--- src/rtl/gmav_pkg.sv ---
// ----------------------------------------------------------------------------
// gmav_pkg
// Shared constants, controller states and control/status structs for the
// gated moving average with idle detection.
// ----------------------------------------------------------------------------
package gmav_pkg;

    // default configuration of the filter
    localparam int WINDOW_DEF      = 30;
    localparam int SAMPLE_BITS_DEF = 20;

    // register reset value and idle run saturation
    localparam int LIMIT_BITS             = 8;
    localparam logic [7:0] IDLE_LIMIT_RST = 8'd50;
    localparam logic [7:0] IDLE_RUN_SAT   = 8'hFF;

    // raw value of 1.0 with 8 fraction bits
    localparam int ONE_RAW = 256;

    // controller states
    typedef enum logic [2:0] {
        ST_WAIT,
        ST_CLASSIFY,
        ST_ACCUM,
        ST_DIV_LOAD,
        ST_DIVIDE,
        ST_EMIT
    } gmav_state_t;

    // controller to datapath
    typedef struct packed {
        logic load;
        logic classify;
        logic accum;
        logic div_load;
        logic div_step;
        logic emit;
    } gmav_cmd_t;

    // datapath to controller
    typedef struct packed {
        logic is_pos;
        logic div_last;
        logic out_free;
    } gmav_status_t;

endpackage

--- src/rtl/gmav_if.sv ---
// ----------------------------------------------------------------------------
// gmav channel interfaces
// Valid/ready channels for samples, results and the idle limit register.
// ----------------------------------------------------------------------------
interface gmav_sample_if #(
    parameter int W = gmav_pkg::SAMPLE_BITS_DEF
);
    logic                valid;
    logic                ready;
    logic signed [W-1:0] rate_sample;

    modport source (output valid, output rate_sample, input ready);
    modport sink   (input valid, input rate_sample, output ready);
endinterface

interface gmav_result_if #(
    parameter int W = gmav_pkg::SAMPLE_BITS_DEF - 1
);
    logic         valid;
    logic         ready;
    logic [W-1:0] average_rate;
    logic         idle;

    modport source (output valid, output average_rate, output idle, input ready);
    modport sink   (input valid, input average_rate, input idle, output ready);
endinterface

interface gmav_cfg_if;
    logic       valid;
    logic       ready;
    logic [7:0] idle_limit;

    modport source (output valid, output idle_limit, input ready);
    modport sink   (input valid, input idle_limit, output ready);
endinterface

--- src/rtl/gated_moving_average_idle_detect.sv ---
// ----------------------------------------------------------------------------
// gated_moving_average_idle_detect
// Boxcar average of positive angular-rate samples with idle gating.
// ----------------------------------------------------------------------------
// Channels: sample_ch takes one signed rate sample (8 fraction bits) per item;
// result_ch returns exactly one item per sample with average_rate and idle;
// cfg writes the idle limit and is always ready, to be used while no item
// is in flight.
// A sample under 1.0 in magnitude advances the idle run; once the run reaches
// the limit the result is idle with a zero average. A sample of 1.0 or more
// enters the window and a new average is computed; a sample of -1.0 or less
// only clears the idle run.
// Sequence: an idle or negative sample passes WAIT, CLASSIFY and EMIT; a
// sample entering the window also passes ACCUM, DIV_LOAD and DIVIDE, where
// the bit-serial restoring divider makes one quotient bit per cycle; EMIT
// waits for a free output register. One item is in work at a time, the next
// is accepted in the cycle after its result is loaded into the output
// register, so a stalled receiver holds at most one finished result while the
// block waits for the next sample.
// Reset clears the window, the running sum, the held average and the idle run
// and sets the idle limit to 50; ring contents need no clearing.
// ----------------------------------------------------------------------------
module gated_moving_average_idle_detect #(
    parameter int WINDOW      = gmav_pkg::WINDOW_DEF,
    parameter int SAMPLE_BITS = gmav_pkg::SAMPLE_BITS_DEF
) (
    input  logic          clk,
    input  logic          rst_n,
    gmav_cfg_if.sink      cfg,
    gmav_sample_if.sink   sample_ch,
    gmav_result_if.source result_ch
);
    import gmav_pkg::*;

    gmav_cmd_t    cmd;
    gmav_status_t status;
    logic         sample_ready;

    assign sample_ch.ready = sample_ready;

    // sequencer
    gmav_ctrl u_ctrl (
        .clk          (clk),
        .rst_n        (rst_n),
        .sample_valid (sample_ch.valid),
        .sample_ready (sample_ready),
        .status       (status),
        .cmd          (cmd)
    );

    // arithmetic and storage
    gmav_dp #(
        .WINDOW      (WINDOW),
        .SAMPLE_BITS (SAMPLE_BITS)
    ) u_dp (
        .clk         (clk),
        .rst_n       (rst_n),
        .rate_sample (sample_ch.rate_sample),
        .cfg         (cfg),
        .result_ch   (result_ch),
        .cmd         (cmd),
        .status      (status)
    );

    // an idle result always carries a zero average
    assert property (@(posedge clk) disable iff (!rst_n)
        result_ch.valid && result_ch.idle |-> result_ch.average_rate == '0)
        else $error("idle result with nonzero average");

    // only one item is in work at a time
    assert property (@(posedge clk) disable iff (!rst_n)
        sample_ch.valid && sample_ch.ready |=> !sample_ch.ready)
        else $error("sample accepted while previous item in work");

    // at most one datapath command per cycle
    assert property (@(posedge clk) disable iff (!rst_n)
        $onehot0({cmd.load, cmd.classify, cmd.accum, cmd.div_load,
                  cmd.div_step, cmd.emit}))
        else $error("conflicting datapath commands");

    // a result is loaded only when the output register is free
    assert property (@(posedge clk) disable iff (!rst_n)
        cmd.emit |-> !result_ch.valid || result_ch.ready)
        else $error("result overwritten before taken");

endmodule

--- src/rtl/gmav_ctrl.sv ---
// ----------------------------------------------------------------------------
// gmav_ctrl
// Sequencer: takes one sample, classifies it, runs the window update and
// the serial divide for rising samples, then hands the result out.
// ----------------------------------------------------------------------------
module gmav_ctrl (
    input  logic                  clk,
    input  logic                  rst_n,
    input  logic                  sample_valid,
    output logic                  sample_ready,
    input  gmav_pkg::gmav_status_t status,
    output gmav_pkg::gmav_cmd_t    cmd
);
    import gmav_pkg::*;

    gmav_state_t state_reg;
    gmav_state_t state_next;

    // state register
    always_ff @(posedge clk or negedge rst_n)
    begin
        if (!rst_n)
        begin
            state_reg <= ST_WAIT;
        end
        else
        begin
            state_reg <= state_next;
        end
    end

    // next state and commands
    always_comb
    begin
        state_next   = state_reg;
        cmd          = '0;
        sample_ready = 1'b0;
        case (state_reg)
            ST_WAIT:
            begin
                sample_ready = 1'b1;
                if (sample_valid)
                begin
                    cmd.load   = 1'b1;
                    state_next = ST_CLASSIFY;
                end
            end
            ST_CLASSIFY:
            begin
                cmd.classify = 1'b1;
                state_next   = status.is_pos ? ST_ACCUM : ST_EMIT;
            end
            ST_ACCUM:
            begin
                cmd.accum  = 1'b1;
                state_next = ST_DIV_LOAD;
            end
            ST_DIV_LOAD:
            begin
                cmd.div_load = 1'b1;
                state_next   = ST_DIVIDE;
            end
            ST_DIVIDE:
            begin
                cmd.div_step = 1'b1;
                if (status.div_last)
                begin
                    state_next = ST_EMIT;
                end
            end
            ST_EMIT:
            begin
                if (status.out_free)
                begin
                    cmd.emit   = 1'b1;
                    state_next = ST_WAIT;
                end
            end
            default:
            begin
                state_next = ST_WAIT;
            end
        endcase
    end

endmodule

--- src/rtl/gmav_dp.sv ---
// ----------------------------------------------------------------------------
// gmav_dp
// Datapath: idle run counter, sample ring, running sum, restoring divider
// and the output register.
// ----------------------------------------------------------------------------
module gmav_dp #(
    parameter int WINDOW      = gmav_pkg::WINDOW_DEF,
    parameter int SAMPLE_BITS = gmav_pkg::SAMPLE_BITS_DEF
) (
    input  logic                          clk,
    input  logic                          rst_n,
    input  logic signed [SAMPLE_BITS-1:0] rate_sample,
    gmav_cfg_if.sink                      cfg,
    gmav_result_if.source                 result_ch,
    input  gmav_pkg::gmav_cmd_t           cmd,
    output gmav_pkg::gmav_status_t        status
);
    import gmav_pkg::*;

    localparam int AVG_W  = SAMPLE_BITS - 1;
    localparam int SLOT_W = $clog2(WINDOW);
    localparam int CNT_W  = $clog2(WINDOW + 1);
    localparam int SUM_W  = AVG_W + $clog2(WINDOW);
    localparam int DCNT_W = $clog2(SUM_W + 1);

    localparam logic signed [SAMPLE_BITS-1:0] POS_ONE = SAMPLE_BITS'(ONE_RAW);
    localparam logic signed [SAMPLE_BITS-1:0] NEG_ONE = -POS_ONE;

    // sample ring
    logic [AVG_W-1:0] ring [WINDOW];
    logic [AVG_W-1:0] ring_rd_reg;

    logic signed [SAMPLE_BITS-1:0] sample_reg;
    logic [7:0]        idle_limit_reg;
    logic [7:0]        idle_run_reg;
    logic [7:0]        idle_run_next;
    logic              pos_reg;
    logic              res_idle_reg;
    logic [SLOT_W-1:0] write_slot_reg;
    logic [CNT_W-1:0]  fill_count_reg;
    logic [SUM_W-1:0]  sum_reg;
    logic [SUM_W-1:0]  sum_next;
    logic [AVG_W-1:0]  held_reg;
    logic [SUM_W-1:0]  quot_reg;
    logic [CNT_W-1:0]  rem_reg;
    logic [DCNT_W-1:0] div_cnt_reg;
    logic [CNT_W:0]    trial;
    logic [CNT_W:0]    trial_sub;
    logic              ring_full;
    logic              is_idle;
    logic              out_valid_reg;
    logic [AVG_W-1:0]  out_avg_reg;
    logic              out_idle_reg;
    logic [AVG_W-1:0]  quot_avg;

    // sample classification
    assign is_idle   = (sample_reg > NEG_ONE) && (sample_reg < POS_ONE);
    assign ring_full = (fill_count_reg == CNT_W'(WINDOW));
    assign quot_avg  = quot_reg[AVG_W-1:0];

    assign idle_run_next = (idle_run_reg == IDLE_RUN_SAT) ? IDLE_RUN_SAT
                                                          : idle_run_reg + 8'd1;

    // window sum update
    always_comb
    begin
        if (ring_full)
        begin
            sum_next = sum_reg - SUM_W'(ring_rd_reg)
                       + SUM_W'(sample_reg[AVG_W-1:0]);
        end
        else
        begin
            sum_next = sum_reg + SUM_W'(sample_reg[AVG_W-1:0]);
        end
    end

    // restoring divide step
    assign trial     = {rem_reg, quot_reg[SUM_W-1]};
    assign trial_sub = trial - {1'b0, fill_count_reg};

    assign status.is_pos   = (sample_reg >= POS_ONE);
    assign status.div_last = (div_cnt_reg == DCNT_W'(1));
    assign status.out_free = !out_valid_reg || result_ch.ready;

    assign cfg.ready              = 1'b1;
    assign result_ch.valid        = out_valid_reg;
    assign result_ch.average_rate = out_avg_reg;
    assign result_ch.idle         = out_idle_reg;

    // ring write and registered read at the current slot
    always_ff @(posedge clk)
    begin
        if (cmd.accum)
        begin
            ring[write_slot_reg] <= sample_reg[AVG_W-1:0];
        end
        ring_rd_reg <= ring[write_slot_reg];
    end

    // payload registers
    always_ff @(posedge clk)
    begin
        if (cmd.load)
        begin
            sample_reg <= rate_sample;
        end
        if (cmd.emit)
        begin
            out_idle_reg <= res_idle_reg && !pos_reg;
            if (pos_reg)
            begin
                out_avg_reg <= quot_avg;
            end
            else if (res_idle_reg)
            begin
                out_avg_reg <= '0;
            end
            else
            begin
                out_avg_reg <= held_reg;
            end
        end
        if (cmd.div_load)
        begin
            quot_reg <= sum_reg;
            rem_reg  <= '0;
        end
        else if (cmd.div_step)
        begin
            if (!trial_sub[CNT_W])
            begin
                rem_reg  <= trial_sub[CNT_W-1:0];
                quot_reg <= {quot_reg[SUM_W-2:0], 1'b1};
            end
            else
            begin
                rem_reg  <= trial[CNT_W-1:0];
                quot_reg <= {quot_reg[SUM_W-2:0], 1'b0};
            end
        end
    end

    // filter state and control registers
    always_ff @(posedge clk or negedge rst_n)
    begin
        if (!rst_n)
        begin
            idle_limit_reg <= IDLE_LIMIT_RST;
            idle_run_reg   <= '0;
            pos_reg        <= 1'b0;
            res_idle_reg   <= 1'b0;
            write_slot_reg <= '0;
            fill_count_reg <= '0;
            sum_reg        <= '0;
            held_reg       <= '0;
            div_cnt_reg    <= '0;
            out_valid_reg  <= 1'b0;
        end
        else
        begin
            if (cfg.valid)
            begin
                idle_limit_reg <= cfg.idle_limit;
            end

            // idle run and result kind
            if (cmd.classify)
            begin
                pos_reg <= status.is_pos;
                if (is_idle)
                begin
                    idle_run_reg <= idle_run_next;
                    res_idle_reg <= (idle_run_next >= idle_limit_reg);
                end
                else
                begin
                    idle_run_reg <= '0;
                    res_idle_reg <= 1'b0;
                end
            end

            // window bookkeeping
            if (cmd.accum)
            begin
                sum_reg <= sum_next;
                if (!ring_full)
                begin
                    fill_count_reg <= fill_count_reg + CNT_W'(1);
                end
                if (write_slot_reg == SLOT_W'(WINDOW - 1))
                begin
                    write_slot_reg <= '0;
                end
                else
                begin
                    write_slot_reg <= write_slot_reg + SLOT_W'(1);
                end
            end

            // divide step counter
            if (cmd.div_load)
            begin
                div_cnt_reg <= DCNT_W'(SUM_W);
            end
            else if (cmd.div_step)
            begin
                div_cnt_reg <= div_cnt_reg - DCNT_W'(1);
            end

            if (cmd.emit && pos_reg)
            begin
                held_reg <= quot_avg;
            end

            // output handshake
            if (cmd.emit)
            begin
                out_valid_reg <= 1'b1;
            end
            else if (result_ch.ready)
            begin
                out_valid_reg <= 1'b0;
            end
        end
    end

endmodule
--- src/flat_wrapper.sv ---
// flat-port wrapper written by rule: the top's interface ports become plain ports
module gated_moving_average_idle_detect_flat import gmav_pkg::*;
#(
    parameter int WINDOW      = gmav_pkg::WINDOW_DEF,
    parameter int SAMPLE_BITS = gmav_pkg::SAMPLE_BITS_DEF
)
  (clk, rst_n, cfg_valid, cfg_idle_limit, cfg_ready, sample_ch_valid, sample_ch_rate_sample, sample_ch_ready, result_ch_valid, result_ch_average_rate, result_ch_idle, result_ch_ready);
  gmav_cfg_if cfg_i ();
  gmav_sample_if sample_ch_i ();
  gmav_result_if result_ch_i ();
  input  logic clk;
  input  logic rst_n;
  input wire logic [$bits(cfg_i.valid)-1:0] cfg_valid;
  input wire logic [$bits(cfg_i.idle_limit)-1:0] cfg_idle_limit;
  output wire logic [$bits(cfg_i.ready)-1:0] cfg_ready;
  input wire logic [$bits(sample_ch_i.valid)-1:0] sample_ch_valid;
  input wire logic [$bits(sample_ch_i.rate_sample)-1:0] sample_ch_rate_sample;
  output wire logic [$bits(sample_ch_i.ready)-1:0] sample_ch_ready;
  output wire logic [$bits(result_ch_i.valid)-1:0] result_ch_valid;
  output wire logic [$bits(result_ch_i.average_rate)-1:0] result_ch_average_rate;
  output wire logic [$bits(result_ch_i.idle)-1:0] result_ch_idle;
  input wire logic [$bits(result_ch_i.ready)-1:0] result_ch_ready;
  assign cfg_i.valid = cfg_valid;
  assign cfg_i.idle_limit = cfg_idle_limit;
  assign cfg_ready = cfg_i.ready;
  assign sample_ch_i.valid = sample_ch_valid;
  assign sample_ch_i.rate_sample = sample_ch_rate_sample;
  assign sample_ch_ready = sample_ch_i.ready;
  assign result_ch_valid = result_ch_i.valid;
  assign result_ch_average_rate = result_ch_i.average_rate;
  assign result_ch_idle = result_ch_i.idle;
  assign result_ch_i.ready = result_ch_ready;
  gated_moving_average_idle_detect #(.WINDOW(WINDOW), .SAMPLE_BITS(SAMPLE_BITS)) u_core (.clk(clk), .rst_n(rst_n), .cfg(cfg_i), .sample_ch(sample_ch_i), .result_ch(result_ch_i));
endmodule
--- config.mk ---
export PLATFORM = sky130hd
export DESIGN_NAME = gated_moving_average_idle_detect_flat
export DESIGN_NICKNAME = d
export VERILOG_FILES = /design/src/rtl/gmav_pkg.sv /design/src/rtl/gmav_if.sv /design/src/rtl/gated_moving_average_idle_detect.sv /design/src/rtl/gmav_ctrl.sv /design/src/rtl/gmav_dp.sv /design/src/flat_wrapper.sv
export SDC_FILE = /design/constraint.sdc
export NUM_CORES = 1
export LEC_CHECK = 0
export ABC_CLOCK_PERIOD_IN_PS = 5600
export BUFFER_PORTS_ARGS = -buffer_cell sky130_fd_sc_hd__buf_2
export CAP_MARGIN = 20
export CORE_MARGIN = 1.5
export CORE_UTILIZATION = 55
export CTS_CLUSTER_DIAMETER = 120
export DETAILED_ROUTE_END_ITERATION = 8
export HOLD_SLACK_MARGIN = 0.08
export PLACE_DENSITY = 0.76
export SYNTH_ARGS = -nofsm -noshare
export SYNTH_HDL_FRONTEND = slang
export SYNTH_SLANG_ARGS = --single-unit
--- constraint.sdc ---
create_clock -name clk -period 5.6 [get_ports clk]
set_input_delay 1.12 -clock clk [delete_from_list [all_inputs] [get_ports clk]]
set_output_delay 1.12 -clock clk [all_outputs]
set_load 0.01 [all_outputs]
==> run metrics <==
htree depth 3; router iterations before antenna repair 6; Placement Setup Slack roughly 1900 ps; clock sinks 738; deepest clock path buffer count 3; Static Leak roughly 12 nW; Starting Density 55.9%; Total GRT Usage about 26%; clk_skew 21.9 ps; Worst VDD drop roughly 0.33 mV; std cell rows 86; Post-CTS Setup Repair Bufs 0; Cell variety after synth 66; Flop pwr share 39.1%; PortBufs 54; Max Clk Rate 268 MHz; clock network power share 26.5%; Core Area 55400 µm²; Reg clk slew, reported paths 60 ps; Final WS setup 1870 ps; ant diodes 0; routed vias 17625; DRT iter0 DRCs 1799; grt ovf 0; Crit. End Element register; mux contribution to synthesized area 11.1%; worst setup path category reg2reg; Synth-to-Final Area Change 12.8%; outcome completed; most frequent cells in the layout edfxtp_1, mux4_2, inv_1; Syn Nets approximately 2000; Ys Warns 0; CTS tree yes; flops & latches, synth 738; clock latency on the worst-skew pair between 600 and 700 ps; largest family of logic cells by synthesized area multiplexers; fin nets 2117; Top FF cell, synth edfxtp_1; hold buffers post-CTS 0; Worst EP required about 6000 ps; vias per inst approximately 6.3; Final Cell Area 34900 µm²; worst path bufs/invs 3; post-layout util between 60% and 70%; Post-Syn Area 31000 µm²; max_cap viols 0; endpoints failing setup 0; Startpoint Class register; Final Critical Period ~3700 ps; RePlAce Congestion 0.907; most common cell after layout, fill and taps aside edfxtp_1; Worst Path Max Fanout 33; max-slew violation count 0; Seq/Total Area, Yosys between 60% and 70%; final hold vios 0; post-CTS sizing 0; Crit-path slowest cell fa_1; setup_tns 0 ps; initial antenna violation count 4; Max-slew headroom 27.4%; DRT antenna net count 0; die area 57700 µm²; RSZ-0062 raised after global routing false; Worst Hold Class reg2reg; Top delay family on crit path compound AO/OA/AOI/OAI gates; Ports 56; total CTS buffers 75; cell count after synthesis 1871; Int Pwr 12.4 mW; slowest stage delay, CP 510 ps; Hold Slack around 470 ps; Tcrit/Tclk final 66.6%; switching part of the total 33.5%; worst-path cell chain buf_4 > inv_1 > fa_1 > inv_1 > ha_1 > o21a_1 > a2111oi_4 > o21ai_2 > a21oi_4 > o22ai_2 > a221oi_4 > o21bai_2 > a21oi_2 > xor2_1 > o221ai_1; Syn Area/Cell 16.5 µm²; number of global-route vias before repair 17764; drt total wl 72900 µm; EDFF count, synth 634; XOR/XNOR Fraction of Synth Area 1.41%; Synth async-reset ratio 10.8%; DRC 0; Arrival @ worst endpoint around 4200 ps; Psw around 6.3 mW; Crit path top cell by count inv_1; die height 240 µm; clk root buf clkbuf_16; Synth Area in Adders 4.11%; worst slew pin tran 1090 ps; Logic pwr share 34.4%; placed cell areas 32500 µm²; max reg flops 570; first-pass GRT wire length 109000 µm; Die X 240 µm; pin count of the biggest net entering global routing between 60 and 70; simple-gate portion of the synthesized area 4.70%; hpwl dp 44100 µm; Synth Area in Compound Gates between 6 and 7%; WL/cell 26.0 µm; PwrDens 534 nW/µm²; fraction of layout cells with a size suffix above 1 around a fifth
[metrics by stage]
stage,power (mW),cells
after global placement,13.5,2664
after detailed placement,13.7,2664
after global routing,19.6,2803
after CTS,18.7,2801
final,18.7,2803
after floorplan,12.0,1871
[routing by layer]
metal  GRT usage [%]  share of wire (%)  vias to the layer above
met2            40.8                 48                      930
met1            35.9                 40                     9007
met3            5.50                9.4                      171
li1                -                  -                     7513
met4            9.45                2.9                        4
met5               0              0.036                        -
[cell usage after synthesis, types with 3 or more instances]
master	n	area, µm²
inv_1	111	417
and2_1	8	50.1
o21a_1	4	30.0
nor3_1	12	60.1
nand4_1	29	181
and3_1	6	37.5
ha_1	68	851
dfstp_2	3	78.8
a21o_1	18	135
a21oi_1	73	365
o22ai_1	7	43.8
nor4_1	5	31.3
mux4_2	133	3000
xor2_1	17	149
dfrtp_1	77	1930
buf_2	7	35.0
dfxtp_1	24	480
o21ai_0	82	410
or3_1	3	18.8
nor2b_1	10	62.6
or2_2	3	18.8
a22o_1	18	158
nand2b_1	12	75.1
xnor2_1	33	289
fa_1	21	420
a22oi_1	63	473
nand3b_1	4	30.0
nor2_1	91	342
mux2_2	21	236
nand2_1	103	387
edfxtp_1	634	19000
nand3_1	12	60.1
a211oi_1	7	52.6
or3b_2	3	26.3
a31oi_1	10	62.6
o21bai_1	3	22.5
buf_1	12	45.0
clkbuf_1	56	210
mux2i_1	22	220
a211o_1	4	35.0
o211ai_1	9	67.6
[logic make-up after synthesis]
| family | Yosys count |
|---|---|
| muxes | 176 |
| other | 1 |
| xor gates and xnor gates | 50 |
| DFF | 738 |
| AOI/OAI and AO/OA | 320 |
| and+or+nand+nor | 310 |
| buffers and inverters | 187 |
| adders and majority gates | 89 |
[path summary, 6_finish.rpt]
check | from | end | slack (ps) | depth (start not counted)
max | u_core.u_dp.sample_reg[3] | u_core.u_dp.sum_reg[20] | 1870 | 15
min | u_core.u_dp.sum_reg[23] | u_core.u_dp.sum_reg[23] | 470 | 1
max reg2reg | u_core.u_dp.sample_reg[3] | u_core.u_dp.sum_reg[20] | 1870 | 15
min reg2reg | u_core.u_dp.sum_reg[23] | u_core.u_dp.sum_reg[23] | 470 | 1
max in group asynchronous | rst_n | u_core.u_dp.idle_run_reg[3] | 4110 | 2
min in group asynchronous | rst_n | u_core.u_dp.held_reg[0] | 490 | 1
[final cells by class]
class	count	area [µm²]
Sequential cell	738	21500
Fill cell	3798	20500
Multi-Input combinational cell	946	8820
Clock buffer	101	2050
Tap cell	748	936
Timing Repair Buffer	123	823
Inverter	111	417
Clock inverter	36	357
[power groups by stage]
stage | logic, mW | clock network, mW | registers [mW]
2_1_floorplan | 4.84 | 0 | 7.20
3_3_place_gp | 6.12 | 0 | 7.38
6_report | 6.42 | 4.94 | 7.30
5_1_grt | 7.03 | 5.20 | 7.37
4_1_cts | 6.38 | 4.99 | 7.30
3_5_place_dp | 6.29 | 0 | 7.41
No activity file was read; power rests on OpenSTA's default activity.
